### src/hw/rtl/rgbled_pkg.sv
// Package: shared types, constants and helpers for the RGB LED SPI bit encoder.
package rgbled_pkg;

    // Frame buffer size in bytes and the LED capacity it gives per mode
    localparam int BUFFER_BYTES       = 3840;
    localparam int BYTES_PER_LED_RGBW = 16;
    localparam int BYTES_PER_LED_RGB  = 12;
    localparam int CAP_RGBW           = BUFFER_BYTES / BYTES_PER_LED_RGBW;
    localparam int CAP_RGB            = BUFFER_BYTES / BYTES_PER_LED_RGB;
    localparam int CAP_MAX            = (CAP_RGB > CAP_RGBW) ? CAP_RGB : CAP_RGBW;
    localparam int CNT_W              = $clog2(CAP_MAX + 1);

    // Configuration register indexes
    localparam int CFG_IDX_W = 2;
    localparam logic [CFG_IDX_W-1:0] REG_RGBW_MODE      = 2'd0;
    localparam logic [CFG_IDX_W-1:0] REG_SWAP_HALFWORDS = 2'd1;

    // Colour slot order on the wire: green, red, blue, white
    localparam logic [1:0] SLOT_GREEN = 2'd0;
    localparam logic [1:0] SLOT_RED   = 2'd1;
    localparam logic [1:0] SLOT_BLUE  = 2'd2;
    localparam logic [1:0] SLOT_WHITE = 2'd3;

    // Input beat: one LED
    typedef struct packed {
        logic [7:0] red_level;
        logic [7:0] green_level;
        logic [7:0] blue_level;
        logic [7:0] white_level;
        logic [7:0] brightness;
        logic       frame_end;
    } led_item_t;

    // Output beat: one SPI word
    typedef struct packed {
        logic [31:0] encoded_word;
        logic        word_valid;
        logic        last_word;
        logic        frame_done;
        logic        dropped;
    } spi_word_t;

    // Two data bits to two 4-bit symbols (0 -> 1000, 1 -> 1110)
    function automatic logic [7:0] symbol_pair(input logic [1:0] bits);
        logic [7:0] sym;
        case (bits)
            2'b00:   sym = 8'b1000_1000;
            2'b01:   sym = 8'b1000_1110;
            2'b10:   sym = 8'b1110_1000;
            2'b11:   sym = 8'b1110_1110;
            default: sym = 8'b1000_1000;
        endcase
        return sym;
    endfunction

endpackage

### src/hw/rtl/rgbled_word_enc.sv
// Scales one colour level by brightness and encodes it as a 32-bit SPI word.
module rgbled_word_enc (
    input  logic [7:0]  level,
    input  logic [7:0]  brightness,
    input  logic        swap_halfwords,
    output logic [31:0] encoded_word
);
    import rgbled_pkg::*;

    logic [15:0] product;
    logic [7:0]  scaled;
    logic [7:0]  s3, s2, s1, s0;

    // Rounded-up scaling; the sum never exceeds 16 bits
    assign product = ({8'd0, level} * {8'd0, brightness}) + 16'd255;
    assign scaled  = product[15:8];

    // Bit pairs to symbol pairs, MSB first
    assign s3 = symbol_pair(scaled[7:6]);
    assign s2 = symbol_pair(scaled[5:4]);
    assign s1 = symbol_pair(scaled[3:2]);
    assign s0 = symbol_pair(scaled[1:0]);

    // Optional byte reorder for 16-bit transfers
    assign encoded_word = swap_halfwords ? {s2, s3, s0, s1} : {s3, s2, s1, s0};

endmodule

### src/hw/rtl/rgb_led_spi_bit_encoder.sv
// Top level: RGB(W) LED to SPI bit-pattern encoder.
// An accepted LED is first held in the LED register; its words then pass through the output register.
// Throughput: one word per cycle while result_ready holds; an LED gives 3 words (RGB), 4 (RGBW) or 1 if dropped.
// A new LED is taken in the cycle its last word moves into the output register.
// Reset: asynchronous, active low; clears mode, swap, frame counter and all valids.
module rgb_led_spi_bit_encoder (
    input  logic                             clk,
    input  logic                             rst_n,
    input  logic                             item_valid,
    output logic                             item_ready,
    input  rgbled_pkg::led_item_t            item,
    output logic                             result_valid,
    input  logic                             result_ready,
    output rgbled_pkg::spi_word_t            result,
    input  logic                             cfg_valid,
    output logic                             cfg_ready,
    input  logic [rgbled_pkg::CFG_IDX_W-1:0] cfg_index,
    input  logic                             cfg_data
);
    import rgbled_pkg::*;

    localparam logic [CNT_W-1:0] CAP_RGBW_C = CNT_W'(CAP_RGBW);
    localparam logic [CNT_W-1:0] CAP_RGB_C  = CNT_W'(CAP_RGB);

    // Configuration and frame counter
    logic             rgbw_mode_reg;
    logic             swap_reg;
    logic [CNT_W-1:0] leds_reg, leds_next;

    // Held LED and word sequencer
    led_item_t  led_reg;
    logic       busy_reg;
    logic       drop_reg;
    logic       four_reg;
    logic [1:0] slot_reg;

    // Output register
    logic      out_valid_reg;
    spi_word_t out_reg;

    logic       accept;
    logic       out_load;
    logic       last_slot;
    logic       drop_now;
    logic [7:0] level_sel;
    logic [31:0] word_enc;
    spi_word_t  word_next;

    assign cfg_ready    = 1'b1;
    assign result_valid = out_valid_reg;
    assign result       = out_reg;

    // Handshake
    assign out_load   = busy_reg && (!out_valid_reg || result_ready);
    assign last_slot  = drop_reg || (slot_reg == (four_reg ? SLOT_WHITE : SLOT_BLUE));
    assign item_ready = !busy_reg || (out_load && last_slot);
    assign accept     = item_valid && item_ready;

    // Capacity check against the mode in force now
    assign drop_now = leds_reg >= (rgbw_mode_reg ? CAP_RGBW_C : CAP_RGB_C);

    always_comb
    begin
        leds_next = leds_reg;
        if (item.frame_end)
        begin
            leds_next = '0;
        end
        else if (!drop_now)
        begin
            leds_next = leds_reg + CNT_W'(1);
        end
    end

    // Colour for the current slot
    always_comb
    begin
        case (slot_reg)
            SLOT_GREEN: level_sel = led_reg.green_level;
            SLOT_RED:   level_sel = led_reg.red_level;
            SLOT_BLUE:  level_sel = led_reg.blue_level;
            SLOT_WHITE: level_sel = led_reg.white_level;
            default:    level_sel = led_reg.green_level;
        endcase
    end

    rgbled_word_enc u_word_enc (
        .level          (level_sel),
        .brightness     (led_reg.brightness),
        .swap_halfwords (swap_reg),
        .encoded_word   (word_enc)
    );

    // Result beat for this slot
    always_comb
    begin
        word_next.encoded_word = drop_reg ? 32'd0 : word_enc;
        word_next.word_valid   = !drop_reg;
        word_next.last_word    = last_slot;
        word_next.frame_done   = last_slot && led_reg.frame_end;
        word_next.dropped      = drop_reg;
    end

    // Control registers
    always_ff @(posedge clk or negedge rst_n)
    begin
        if (!rst_n)
        begin
            rgbw_mode_reg <= 1'b0;
            swap_reg      <= 1'b0;
            leds_reg      <= '0;
            busy_reg      <= 1'b0;
            slot_reg      <= SLOT_GREEN;
            out_valid_reg <= 1'b0;
        end
        else
        begin
            if (cfg_valid)
            begin
                if (cfg_index == REG_RGBW_MODE)
                begin
                    rgbw_mode_reg <= cfg_data;
                end
                else if (cfg_index == REG_SWAP_HALFWORDS)
                begin
                    swap_reg <= cfg_data;
                end
            end

            if (out_load)
            begin
                out_valid_reg <= 1'b1;
            end
            else if (result_ready)
            begin
                out_valid_reg <= 1'b0;
            end

            if (accept)
            begin
                busy_reg <= 1'b1;
                slot_reg <= SLOT_GREEN;
                leds_reg <= leds_next;
            end
            else if (out_load)
            begin
                if (last_slot)
                begin
                    busy_reg <= 1'b0;
                end
                slot_reg <= slot_reg + 2'd1;
            end
        end
    end

    // Payload registers
    always_ff @(posedge clk)
    begin
        if (accept)
        begin
            led_reg  <= item;
            drop_reg <= drop_now;
            four_reg <= rgbw_mode_reg;
        end
        if (out_load)
        begin
            out_reg <= word_next;
        end
    end

endmodule
### config.mk
export PLATFORM = sky130hd
export DESIGN_NAME = rgb_led_spi_bit_encoder
export DESIGN_NICKNAME = d
export VERILOG_FILES = /design/src/hw/rtl/rgbled_pkg.sv /design/src/hw/rtl/rgbled_word_enc.sv /design/src/hw/rtl/rgb_led_spi_bit_encoder.sv
export SDC_FILE = /design/constraint.sdc
export NUM_CORES = 1
export LEC_CHECK = 0
export BUFFER_PORTS_ARGS = -buffer_cell sky130_fd_sc_hd__buf_2
export CAP_MARGIN = 10
export CELL_PAD_IN_SITES_DETAIL_PLACEMENT = 2
export CELL_PAD_IN_SITES_GLOBAL_PLACEMENT = 2
export CORE_MARGIN = 5
export CORE_UTILIZATION = 37
export CTS_CLUSTER_DIAMETER = 40
export DETAILED_ROUTE_END_ITERATION = 10
export GPL_TIMING_DRIVEN = 0
export HOLD_SLACK_MARGIN = 0.1
export PLACE_DENSITY = 0.89
export SETUP_SLACK_MARGIN = 0.1
export SLEW_MARGIN = 20
export SYNTH_ARGS = -nofsm -noshare
export SYNTH_HDL_FRONTEND = slang
export SYNTH_SLANG_ARGS = --single-unit
### constraint.sdc
create_clock -name clk -period 7 [get_ports clk]
set_input_delay 0 -clock clk [delete_from_list [all_inputs] [get_ports clk]]
set_output_delay 0 -clock clk [all_outputs]
set_load 0.02 [all_outputs]
==> impl_results.html <==
<table>
<tr><th>Metric</th><th>Value</th></tr>
<tr><th colspan="2">Floorplanning</th></tr>
<tr><td>Vert. Die Dim</td><td>130 µm</td></tr>
<tr><td>Row Count</td><td>43</td></tr>
<tr><td>I/O pin count</td><td>88</td></tr>
<tr><td>Placeable core region</td><td>13900 µm²</td></tr>
<tr><td>Initial standard-cell utilization of the core</td><td>0.380</td></tr>
<tr><td>Width of the chip</td><td>130 µm</td></tr>
<tr><td>DIE AREA</td><td>16800 µm²</td></tr>
<tr><th colspan="2">STA</th></tr>
<tr><td>Final setup vio count</td><td>0</td></tr>
<tr><td>Setup TNS</td><td>0 ps</td></tr>
<tr><td>Share of the cycle needed by the critical path after routing</td><td>0.905</td></tr>
<tr><td>Final period demand of the worst path</td><td>6330 ps</td></tr>
<tr><td>Relative slew margins</td><td>0.348</td></tr>
<tr><td>Setup repair after global routing missed its margin</td><td>false</td></tr>
<tr><td>Number of pins with negative max-slew slack in the final report</td><td>0</td></tr>
<tr><td>Max Freq</td><td>158 MHz</td></tr>
<tr><td>Count of final hold-check violations</td><td>0</td></tr>
<tr><td>Actual slew at the worst max-slew pin</td><td>951 ps</td></tr>
<tr><td>Final setup skew</td><td>10.2 ps</td></tr>
<tr><th colspan="2">Routing</th></tr>
<tr><td>Detailed Routing Iterations Pass 1</td><td>5</td></tr>
<tr><td>Detailed-route wire length</td><td>20300 µm</td></tr>
<tr><td>Number of antenna-violating nets in the routed design</td><td>0</td></tr>
<tr><td>Vias after detailed routing</td><td>4327</td></tr>
<tr><td>Wire per inst</td><td>25.1 µm</td></tr>
<tr><td>Average vias per placed instance</td><td>5.34</td></tr>
<tr><td>DRC</td><td>0</td></tr>
<tr><td>First-iteration detailed-routing DRC count</td><td>210</td></tr>
<tr><th colspan="2">CTS</th></tr>
<tr><td>Cts bufs inserted</td><td>9</td></tr>
<tr><td>Clock slew seen by the registers of the worst setup and hold paths</td><td>60 ps</td></tr>
<tr><td>TritonCTS clock tree</td><td>built</td></tr>
<tr><td>Maximum buffer depth of the clock tree</td><td>2</td></tr>
<tr><td>Clk Tree Root Cell</td><td>clkbuf_16</td></tr>
<tr><td>Worst-skew pair later-pin latency</td><td>350 ps</td></tr>
<tr><td>Post-CTS Resized</td><td>0</td></tr>
<tr><td>H-tree depth reported by CTS</td><td>3</td></tr>
<tr><td>Number of clock sinks</td><td>71</td></tr>
<tr><th colspan="2">Synth</th></tr>
<tr><td>Ys Warns</td><td>0</td></tr>
<tr><td>Cell types with the largest area share after synthesis</td><td>edfxtp_1, fa_1, ha_1</td></tr>
<tr><td>Cell accounting for the most synthesized area</td><td>edfxtp_1</td></tr>
<tr><td>Seq cells post-synth</td><td>71</td></tr>
<tr><td>Gate count after technology mapping</td><td>480</td></tr>
<tr><td>Sequential fraction of the synthesis area</td><td>0.388</td></tr>
<tr><td>Most used flip-flop cell after synthesis</td><td>edfxtp_1</td></tr>
<tr><td>Async S/R FF share, synth</td><td>0.211</td></tr>
<tr><td>Portion of synthesized cell area occupied by the leading cell type</td><td>0.318</td></tr>
<tr><td>Mean area per synthesized cell</td><td>11.0 µm²</td></tr>
<tr><td>Count of flip-flops with a built-in enable after synthesis</td><td>56</td></tr>
<tr><td>Library cells used by synthesis</td><td>57</td></tr>
<tr><td>Cell area after synthesis</td><td>5300 µm²</td></tr>
<tr><th colspan="2">Final layout</th></tr>
<tr><td>Share of cells above drive strength 1</td><td>0.211</td></tr>
<tr><td>Post-layout nets</td><td>757</td></tr>
<tr><td>Area overhead of the layout relative to synthesis</td><td>27.1%</td></tr>
<tr><td>Max FFs per register</td><td>41</td></tr>
<tr><th colspan="2">Global route</th></tr>
<tr><td>GRT Total Usage</td><td>0.251</td></tr>
<tr><td>Total overflow reported by the global router</td><td>0</td></tr>
<tr><td>Vias in the first global route</td><td>5219</td></tr>
<tr><td>Number of antenna violations at the first check in global routing</td><td>1</td></tr>
<tr><td>Wire length of the first global-routing pass</td><td>31000 µm</td></tr>
<tr><td>Largest net degree at the start of global routing</td><td>53</td></tr>
<tr><th colspan="2">Worst setup path</th></tr>
<tr><td>Buffer and inverter count on the worst path</td><td>5</td></tr>
<tr><td>Critical path data arrival time</td><td>6400 ps</td></tr>
<tr><td>CP Capture Type</td><td>flip-flop</td></tr>
<tr><td>Crit path cell chain</td><td>inv_1, ha_1, buf_2, a222oi_1, mux2i_1, nand2_1, fa_1, inv_1, fa_1, fa_1, inv_1, fa_1, inv_1, ha_1, a21oi_1, o211ai_1, a21oi_1, o21ai_4, o22ai_2, or4b_1, nand3_1</td></tr>
<tr><td>CP startpoint kind</td><td>flip-flop</td></tr>
<tr><td>Maximum fanout along the worst path</td><td>8</td></tr>
<tr><td>Path type of the worst setup path</td><td>flip-flop to flip-flop</td></tr>
<tr><td>Largest stage delay on the critical path</td><td>730 ps</td></tr>
<tr><td>Flop2flop setup slack</td><td>670 ps</td></tr>
<tr><td>Critical Path RT</td><td>7070 ps</td></tr>
<tr><td>Delay-heaviest family, CP</td><td>adder cells</td></tr>
<tr><td>Max stage delay cell, worst path</td><td>mux2i_1</td></tr>
<tr><th colspan="2">Placement</th></tr>
<tr><td>Final weighted congestion in routability-driven placement</td><td>0.821</td></tr>
<tr><td>Placed wire-length estimate</td><td>11500 µm</td></tr>
<tr><td>Number of I/O port buffers</td><td>78</td></tr>
<tr><th colspan="2">Run</th></tr>
<tr><td>Max cap viols</td><td>0</td></tr>
<tr><th colspan="2">Outcome</th></tr>
<tr><td>Result of the run</td><td>complete, no violations</td></tr>
<tr><th colspan="2">Worst hold path</th></tr>
<tr><td>Class of the tightest hold or removal check</td><td>input port to asynchronous set/reset pin</td></tr>
</table>
-- metrics by stage --
stage | util | instances | hold slack, ps | instance area [µm²] | setup WS, ps
final | 0.483 | 810 | 140 | 6730 | 665
after global routing | 0.483 | 810 | 165 | 6730 | 410
after CTS | 0.483 | 809 | 116 | 6730 | 838
after detailed placement | 0.426 | 745 | -54.4 | 5940 | 1000
after global placement | 0.426 | 745 | -67.7 | 5940 | 1190
after floorplan | - | 487 | -296 | 5320 | 1810
-- final timing paths --
path / startpoint / to / cells after the start
setup / recovery: slot_reg[1]$_DFFE_PN0P_ / result[22]$_SDFFCE_PP0P_ / 21
hold / removal: rst_n / leds_reg[4]$_DFFE_PN0P_ / 2
setup reg to reg: slot_reg[1]$_DFFE_PN0P_ / result[22]$_SDFFCE_PP0P_ / 21
hold reg to reg: busy_reg$_DFFE_PN0P_ / result_valid$_DFFE_PN0P_ / 1
max in group asynchronous: rst_n / slot_reg[1]$_DFFE_PN0P_ / 2
min in group clk: item[2] / led_reg[2]$_DFFE_PP_ / 2
-- cells in the final DEF, fill, tap and decap left out, types with 7 or more instances in the layout --
cell,count
a21oi_1,14
a222oi_1,7
and2_1,31
buf_2,80
buf_4,26
clkbuf_16,9
conb_1,9
dfrtp_1,15
dlygate4sd3_1,49
edfxtp_1,56
fa_1,41
ha_1,42
inv_1,73
mux2i_1,10
nand2_1,47
nand3_1,7
nor2_1,12
o21ai_0,8
xnor2_1,9
-- routing by layer --
layer | global-route usage | wire (µm)
met5 | 0 | 0
met1 | 0.257 | 7120
met2 | 0.469 | 11200
met4 | 0.163 | 1280
met3 | 0.0412 | 769
-- repair_timing --
action                    in CTS  in global routing
buffers inserted               0                  0
hold endpoints to repair      62                  0
hold buffers                  49                  0
-- Yosys cell counts (2+ instances only) --
cell      number
a21oi_1       14
a21oi_2        2
a222oi_1       7
a31oi_1        2
and2_1        31
and2_2         3
and3_1         6
buf_1          2
buf_2          2
buf_4         26
conb_1         2
dfrtp_1       15
edfxtp_1      56
fa_1          41
ha_1          42
inv_1         73
mux2i_1       10
nand2_1       47
nand2b_1       4
nand3_1        7
nand3b_1       2
nand4_1        4
nor2_1        12
nor2b_1        3
nor3_1         2
nor3b_1        4
o211ai_1       3
o21a_1         4
o21ai_0        8
o21ai_1        2
o22ai_1        6
xnor2_1        9
xor2_1         5
-- cells by family after synthesis --
logic type | synth area share
simple gates | 0.130
buf+inv | 0.0947
fa+ha+maj | 0.254
flops | 0.388
compound gates | 0.0874
xor+xnor | 0.0232
mux | 0.0210
other cells | 0.00142
-- layout make-up --
type	count	area, µm²
fillers	1378	7200
multi-input cells	311	2760
flip-flops and latches	71	2060
repair buffers	127	881
inverters	74	279
clock buffers	9	225
well taps	180	225
plain buffers	31	224
clock inverters	6	76.3
diodes	1	2.50
-- worst register-to-register path, cell delays in order, from the launching register on --
cell and delay [ps]:
dfrtp_1 440, inv_1 140, ha_1 200, buf_2 250, a222oi_1 130, mux2i_1 730, nand2_1 220, fa_1 590
inv_1 80, fa_1 490, fa_1 510, inv_1 60, fa_1 530, inv_1 40, ha_1 340, a21oi_1 210
o211ai_1 120, a21oi_1 260, o21ai_4 130, o22ai_2 300, or4b_1 170, nand3_1 120
Power is not shown: default switching activity piles up to over one toggle a cycle in this logic, so the estimate is an artifact.
